## src/rtl/blake2b_hash_engine_defines.svh

```systemverilog
// Assertion macros used by the top-level engine file.
`ifndef BLAKE2B_HASH_ENGINE_DEFINES_SVH
`define BLAKE2B_HASH_ENGINE_DEFINES_SVH
// Asserts that a condition implies a property in the same cycle.
`define B2B_ASSERT_IMP(lbl, ante, cons) \
  lbl: assert property (@(posedge clk) disable iff (!rst_n) (ante) |-> (cons)) \
    else $error("assertion failed");
// Asserts that a condition implies a property in the next cycle.
`define B2B_ASSERT_NXT(lbl, ante, cons) \
  lbl: assert property (@(posedge clk) disable iff (!rst_n) (ante) |=> (cons)) \
    else $error("assertion failed");
`endif

```

## src/rtl/b2b_pkg.sv

```systemverilog
package b2b_pkg;

  typedef struct packed {
    logic [63:0] msg_word;
    logic        last;
    logic [3:0]  last_bytes;
  } in_item_t;

  typedef struct packed {
    logic [63:0] digest_word;
    logic [3:0]  digest_bytes;
    logic        digest_last;
  } out_item_t;

  // Classified work handed from the front to the back.
  typedef struct packed {
    logic [63:0] word;
    logic        has_word;
    logic        is_last;
    logic [3:0]  nbytes;
  } cmd_t;

  localparam logic [63:0] PARAM_BASE = 64'h0000_0000_0101_0000;
  localparam logic [63:0] FINAL_FLAG = 64'hffff_ffff_ffff_ffff;

  localparam logic [63:0] IV [8] = '{
    64'h6a09e667f3bcc908, 64'hbb67ae8584caa73b,
    64'h3c6ef372fe94f82b, 64'ha54ff53a5f1d36f1,
    64'h510e527fade682d1, 64'h9b05688c2b3e6c1f,
    64'h1f83d9abfb41bd6b, 64'h5be0cd19137e2179
  };

  localparam logic [3:0] SIGMA [10][16] = '{
    '{4'd0, 4'd1, 4'd2, 4'd3, 4'd4, 4'd5, 4'd6, 4'd7,
      4'd8, 4'd9, 4'd10, 4'd11, 4'd12, 4'd13, 4'd14, 4'd15},
    '{4'd14, 4'd10, 4'd4, 4'd8, 4'd9, 4'd15, 4'd13, 4'd6,
      4'd1, 4'd12, 4'd0, 4'd2, 4'd11, 4'd7, 4'd5, 4'd3},
    '{4'd11, 4'd8, 4'd12, 4'd0, 4'd5, 4'd2, 4'd15, 4'd13,
      4'd10, 4'd14, 4'd3, 4'd6, 4'd7, 4'd1, 4'd9, 4'd4},
    '{4'd7, 4'd9, 4'd3, 4'd1, 4'd13, 4'd12, 4'd11, 4'd14,
      4'd2, 4'd6, 4'd5, 4'd10, 4'd4, 4'd0, 4'd15, 4'd8},
    '{4'd9, 4'd0, 4'd5, 4'd7, 4'd2, 4'd4, 4'd10, 4'd15,
      4'd14, 4'd1, 4'd11, 4'd12, 4'd6, 4'd8, 4'd3, 4'd13},
    '{4'd2, 4'd12, 4'd6, 4'd10, 4'd0, 4'd11, 4'd8, 4'd3,
      4'd4, 4'd13, 4'd7, 4'd5, 4'd15, 4'd14, 4'd1, 4'd9},
    '{4'd12, 4'd5, 4'd1, 4'd15, 4'd14, 4'd13, 4'd4, 4'd10,
      4'd0, 4'd7, 4'd6, 4'd3, 4'd9, 4'd2, 4'd8, 4'd11},
    '{4'd13, 4'd11, 4'd7, 4'd14, 4'd12, 4'd1, 4'd3, 4'd9,
      4'd5, 4'd0, 4'd15, 4'd4, 4'd8, 4'd6, 4'd2, 4'd10},
    '{4'd6, 4'd15, 4'd14, 4'd9, 4'd11, 4'd3, 4'd0, 4'd8,
      4'd12, 4'd2, 4'd13, 4'd7, 4'd1, 4'd4, 4'd10, 4'd5},
    '{4'd10, 4'd2, 4'd8, 4'd4, 4'd7, 4'd6, 4'd1, 4'd5,
      4'd15, 4'd11, 4'd9, 4'd14, 4'd3, 4'd12, 4'd13, 4'd0}
  };

  // State-vector indices a, b, c, d for each of the eight G calls of a round.
  localparam logic [3:0] LANE [8][4] = '{
    '{4'd0, 4'd4, 4'd8, 4'd12}, '{4'd1, 4'd5, 4'd9, 4'd13},
    '{4'd2, 4'd6, 4'd10, 4'd14}, '{4'd3, 4'd7, 4'd11, 4'd15},
    '{4'd0, 4'd5, 4'd10, 4'd15}, '{4'd1, 4'd6, 4'd11, 4'd12},
    '{4'd2, 4'd7, 4'd8, 4'd13}, '{4'd3, 4'd4, 4'd9, 4'd14}
  };

  function automatic logic [6:0] eff_len(input logic [6:0] len);
    if (len == 7'd0) return 7'd1;
    if (len > 7'd64) return 7'd64;
    return len;
  endfunction

endpackage

```

## src/rtl/b2b_front.sv

```systemverilog
module b2b_front (
  input  logic              clk,
  input  logic              rst_n,
  input  logic              in_valid,
  output logic              in_ready,
  input  b2b_pkg::in_item_t in_data,
  output logic              cmd_valid,
  input  logic              cmd_ready,
  output b2b_pkg::cmd_t     cmd
);
  import b2b_pkg::*;

  cmd_t        cls;
  logic [3:0]  nb;
  logic [63:0] mask;

  always_comb begin
    nb = in_data.last ? ((in_data.last_bytes > 4'd8) ? 4'd8 : in_data.last_bytes) : 4'd8;
    mask = (nb == 4'd8) ? '1 : ((64'd1 << {nb[2:0], 3'b000}) - 64'd1);
    cls.word = in_data.msg_word & mask;
    cls.has_word = (nb != 4'd0);
    cls.is_last = in_data.last;
    cls.nbytes = nb;
  end

  // Two-entry queue decouples classification from compression.
  cmd_t       q_r [2];
  logic       wp_r, rp_r;
  logic [1:0] cnt_r;
  logic       push, pop;

  assign in_ready  = (cnt_r != 2'd2);
  assign cmd_valid = (cnt_r != 2'd0);
  assign cmd       = q_r[rp_r];
  assign push      = in_valid && in_ready;
  assign pop       = cmd_valid && cmd_ready;

  always_ff @(posedge clk) begin
    if (!rst_n) begin
      wp_r  <= 1'b0;
      rp_r  <= 1'b0;
      cnt_r <= 2'd0;
    end else begin
      if (push) wp_r <= ~wp_r;
      if (pop) rp_r <= ~rp_r;
      cnt_r <= cnt_r + {1'b0, push} - {1'b0, pop};
    end
    if (push) q_r[wp_r] <= cls;
  end
endmodule

```

## config.mk

```make
export PLATFORM = sky130hd
export DESIGN_NAME = b2b_front
export DESIGN_NICKNAME = d
export VERILOG_FILES = /design/src/rtl/blake2b_hash_engine_defines.svh /design/src/rtl/b2b_pkg.sv /design/src/rtl/b2b_front.sv
export SDC_FILE = /design/constraint.sdc
export NUM_CORES = 1
export LEC_CHECK = 0
export BUFFER_PORTS_ARGS = -buffer_cell sky130_fd_sc_hd__buf_2
export CAP_MARGIN = 10
export CORE_MARGIN = 4
export CORE_UTILIZATION = 40
export DETAILED_ROUTE_END_ITERATION = 8
export PLACE_DENSITY = 0.62
export SLEW_MARGIN = 5
export SYNTH_ARGS = -nofsm -noshare
export SYNTH_HDL_FRONTEND = slang
export SYNTH_SLANG_ARGS = --single-unit
```

## constraint.sdc

```tcl
create_clock -name clk -period 6.4 [get_ports clk]
set_input_delay 0.32 -clock clk [delete_from_list [all_inputs] [get_ports clk]]
set_output_delay 0.32 -clock clk [all_outputs]
set_load 0.05 [all_outputs]
```

==> impl_metrics.csv <==
group,metric,value,unit
detailed_routing,detail-route-antenna-nets,0,
sta,fmax,0.4132,GHz
clock_tree,clk_latency,0.41,ns
sta,slew_headroom,0.3058,
worst_setup_path,worst_r2r_path_depth,4,
job,cap_violations,0,
worst_setup_path,crit_path_cell_trace,"mux2_2, buf_2",
finish,mostFrequentLayoutCells,"144 x buf_2, 140 x edfxtp_1, 70 x mux2_2",
worst_setup_path,cp_slowest_cell,"dfxtp_4",
detailed_routing,num_vias,3291,
placed_design,dpl.hpwl,7.375,mm
synth,synth_seq_cells,145,
finish,fillers,1257,
grt,grt_pass1_wl,17.66,mm
sta,tightest_slew,1.041,ns
floorplan,die_x,129.3,µm
synth,yosysWarnings,0,
detailed_routing,via_per_inst,4.770,
finish,fin_area,7362,µm²
placed_design,pre_cts_ws,3.980,ns
finish,drive_above_1_share,0.5010,
floorplan,rows,44,
synth,synth_top_area_share,0.7140,
hold_path,min_path_type,"primary input to flip-flop",
detailed_routing,wl_per_cell,16.83,µm
power_and_ir_drop,pwr_density_cell,467.2,nW/µm²
grt,grt_max_degree,71,
floorplan,die_h,129.3,µm
clock_tree,postCtsSetupBuffers,0,
floorplan,top_level_ports,145,
grt,track_usage,0.1420,
worst_setup_path,end_kind,"output pin",
sta,slew_viol_final,0,
sta,fin_skew,0.006361,ns
sta,fin_tns_setup,0,ns
synth,ys_seq_area_frac,0.7310,
detailed_routing,wl,11.61,mm
synth,ys_types,34,
status,outcome,"completed",
floorplan,dieArea,16730,µm²
placed_design,io_buffers,144,
clock_tree,cts-resized-gates,0,
finish,mostFrequentLayoutCell,"buf_2",
synth,synth_nets,417,
synth,synth_ff_type,"edfxtp_1",
power_and_ir_drop,max-vdd-ir-drop,222.9,µV
synth,synth_area_leaders,"edfxtp_1 71%, mux2_2 13%, and2_1 4.6%",
worst_setup_path,startpoint_type,"flip-flop",
clock_tree,cts_sinks,145,
clock_tree,cts_tree,"built",
worst_setup_path,required,6.08,ns
clock_tree,path_clk_slew,0.06,ns
detailed_routing,drc,0,
finish,final_nets,568,
worst_setup_path,path_delay_family,"flip-flops",
worst_setup_path,cp.arrival,2.10,ns
finish,area_growth,25.03,%
grt,antenna_found_initial,4,
hold_path,hold_end,"cnt_r[0]",
power_and_ir_drop,power,3.439,mW
clock_tree,ctsRootBufferMaster,"clkbuf_16",
detailed_routing,first_pass_iters,4,
placed_design,gp_congestion,0.7177,
placed_design,place_area,6785,µm²
synth,syn_inst,341,
synth,netlist_area,5888,µm²
clock_tree,cts.path.max_buffers,2,
sta,setup_viol,0,
worst_setup_path,r2r-end,"q_r[0][53]",
floorplan,start_util,0.4067,
synth,synth_area_per_cell,17.27,µm²
sta,finalHoldViolCount,0,
worst_setup_path,critPathKind,"flip-flop to output pin",
power_and_ir_drop,p_leak,2.776,nW
worst_setup_path,critPathMaxFanout,70,
hold_path,whs_path_depth,2,
worst_setup_path,rrSetupSlack,4.32,ns
synth,synth-async-reset-ratio,0,
sta,rsz0062_at_grt,"false",
grt,grt_pass1_vias,3440,
sta,timing.final.crit_period,2.420,ns
sta,fin_ws,3.980,ns
synth,yosys.area.top_type,"edfxtp_1",
worst_setup_path,r2r-start,"cnt_r[0]",
worst_setup_path,critPathBufInv,1,
floorplan,core_area,14480,µm²
clock_tree,ctsHtreeMaxLevel,4,
hold_path,hp-start,"rst_n",
synth,synth_edf_count,140,
sta,period_share,0.3782,
clock_tree,cts_made_buffers,17,
clock_tree,cts_hold_buf,0,
detailed_routing,drt_first_iter_violations,159,
grt,overflow,0,
worst_setup_path,slowest_delay,0.97,ns
==> report_power, final <==
part / switching, mW / internal, mW
logic: 0.829 / 0.330
clock network: 0.359 / 0.601
registers: 0.0990 / 1.22
==> area by class of cell <==
type | count | area (µm²) | share of cell area
flip-flops and latches | 145 | 4308 | 0.5851
multi-input cells | 179 | 1503 | 0.2041
repair buffers | 145 | 728.2 | 0.09891
clock buffers | 17 | 425.4 | 0.05778
well taps | 184 | 230.2 | 0.03127
clock inverters | 15 | 148.9 | 0.02022
inverters | 4 | 16.27 | 0.002209
diodes | 1 | 2.502 | 0.0003399
==> synthesized netlist by cell type (3+ instances only) <==
cell type	instances
dfxtp_1	5
a21boi_0	3
nor2_1	6
and2b_1	6
mux2_2	70
nand2_1	6
nor2b_1	17
ha_1	3
inv_1	3
buf_2	9
and2_1	43
edfxtp_1	140
xnor2_1	4
==> logic make-up after synthesis <==
logic type	share of synthesized area
DFF	0.7310
and+or+nand+nor	0.09456
muxes	0.1339
buffers and inverters	0.01466
AOI/OAI and AO/OA	0.01211
xor gates and xnor gates	0.007437
adders and majority gates	0.006376
==> per-layer routing <==
layer | track usage | vias to the layer above | share of wire
li1 | - | 1567 | -
met1 | 0.1690 | 1600 | 0.41
met2 | 0.2323 | 102 | 0.49
met3 | 0.05894 | 16 | 0.084
met4 | 0.05188 | 6 | 0.013
met5 | 0 | - | 0.0035
==> registers in the layout, indices dropped and copies added (netlist names), named ones only <==
| name | cells |
|---|---|
| q_r | 140 |
| rp_r | 1 |
| wp_r | 1 |
| cnt_r | 2 |
==> through the flow <==
stage / std cells / hold slack [ns] / util
6_report: 690 / 0.1294 / 0.5085
5_1_grt: 690 / 0.1174 / 0.5085
4_1_cts: 689 / 0.1040 / 0.5083
3_5_place_dp: 657 / 0.5014 / 0.4686
3_3_place_gp: 657 / 0.4978 / 0.4686
2_1_floorplan: 341 / 0.4189 / -
==> how the worst max path moves through the flow <==
stage | startpoint | to | slack [ns] | depth (start not counted)
2_1_floorplan | cnt_r[0] | q_r[1][0] | 3.33 | 2
3_3_place_gp | in_data[3] | q_r[0][53] | 4.14 | 7
3_5_place_dp | in_data[4] | q_r[1][49] | 3.98 | 7
4_1_cts | flip-flop | cmd[21] | 3.92 | 2
5_1_grt | flip-flop | cmd[21] | 3.88 | 2
6_report | flip-flop | cmd[41] | 3.98 | 2
Note: power is estimated with default switching activity, not from simulation.
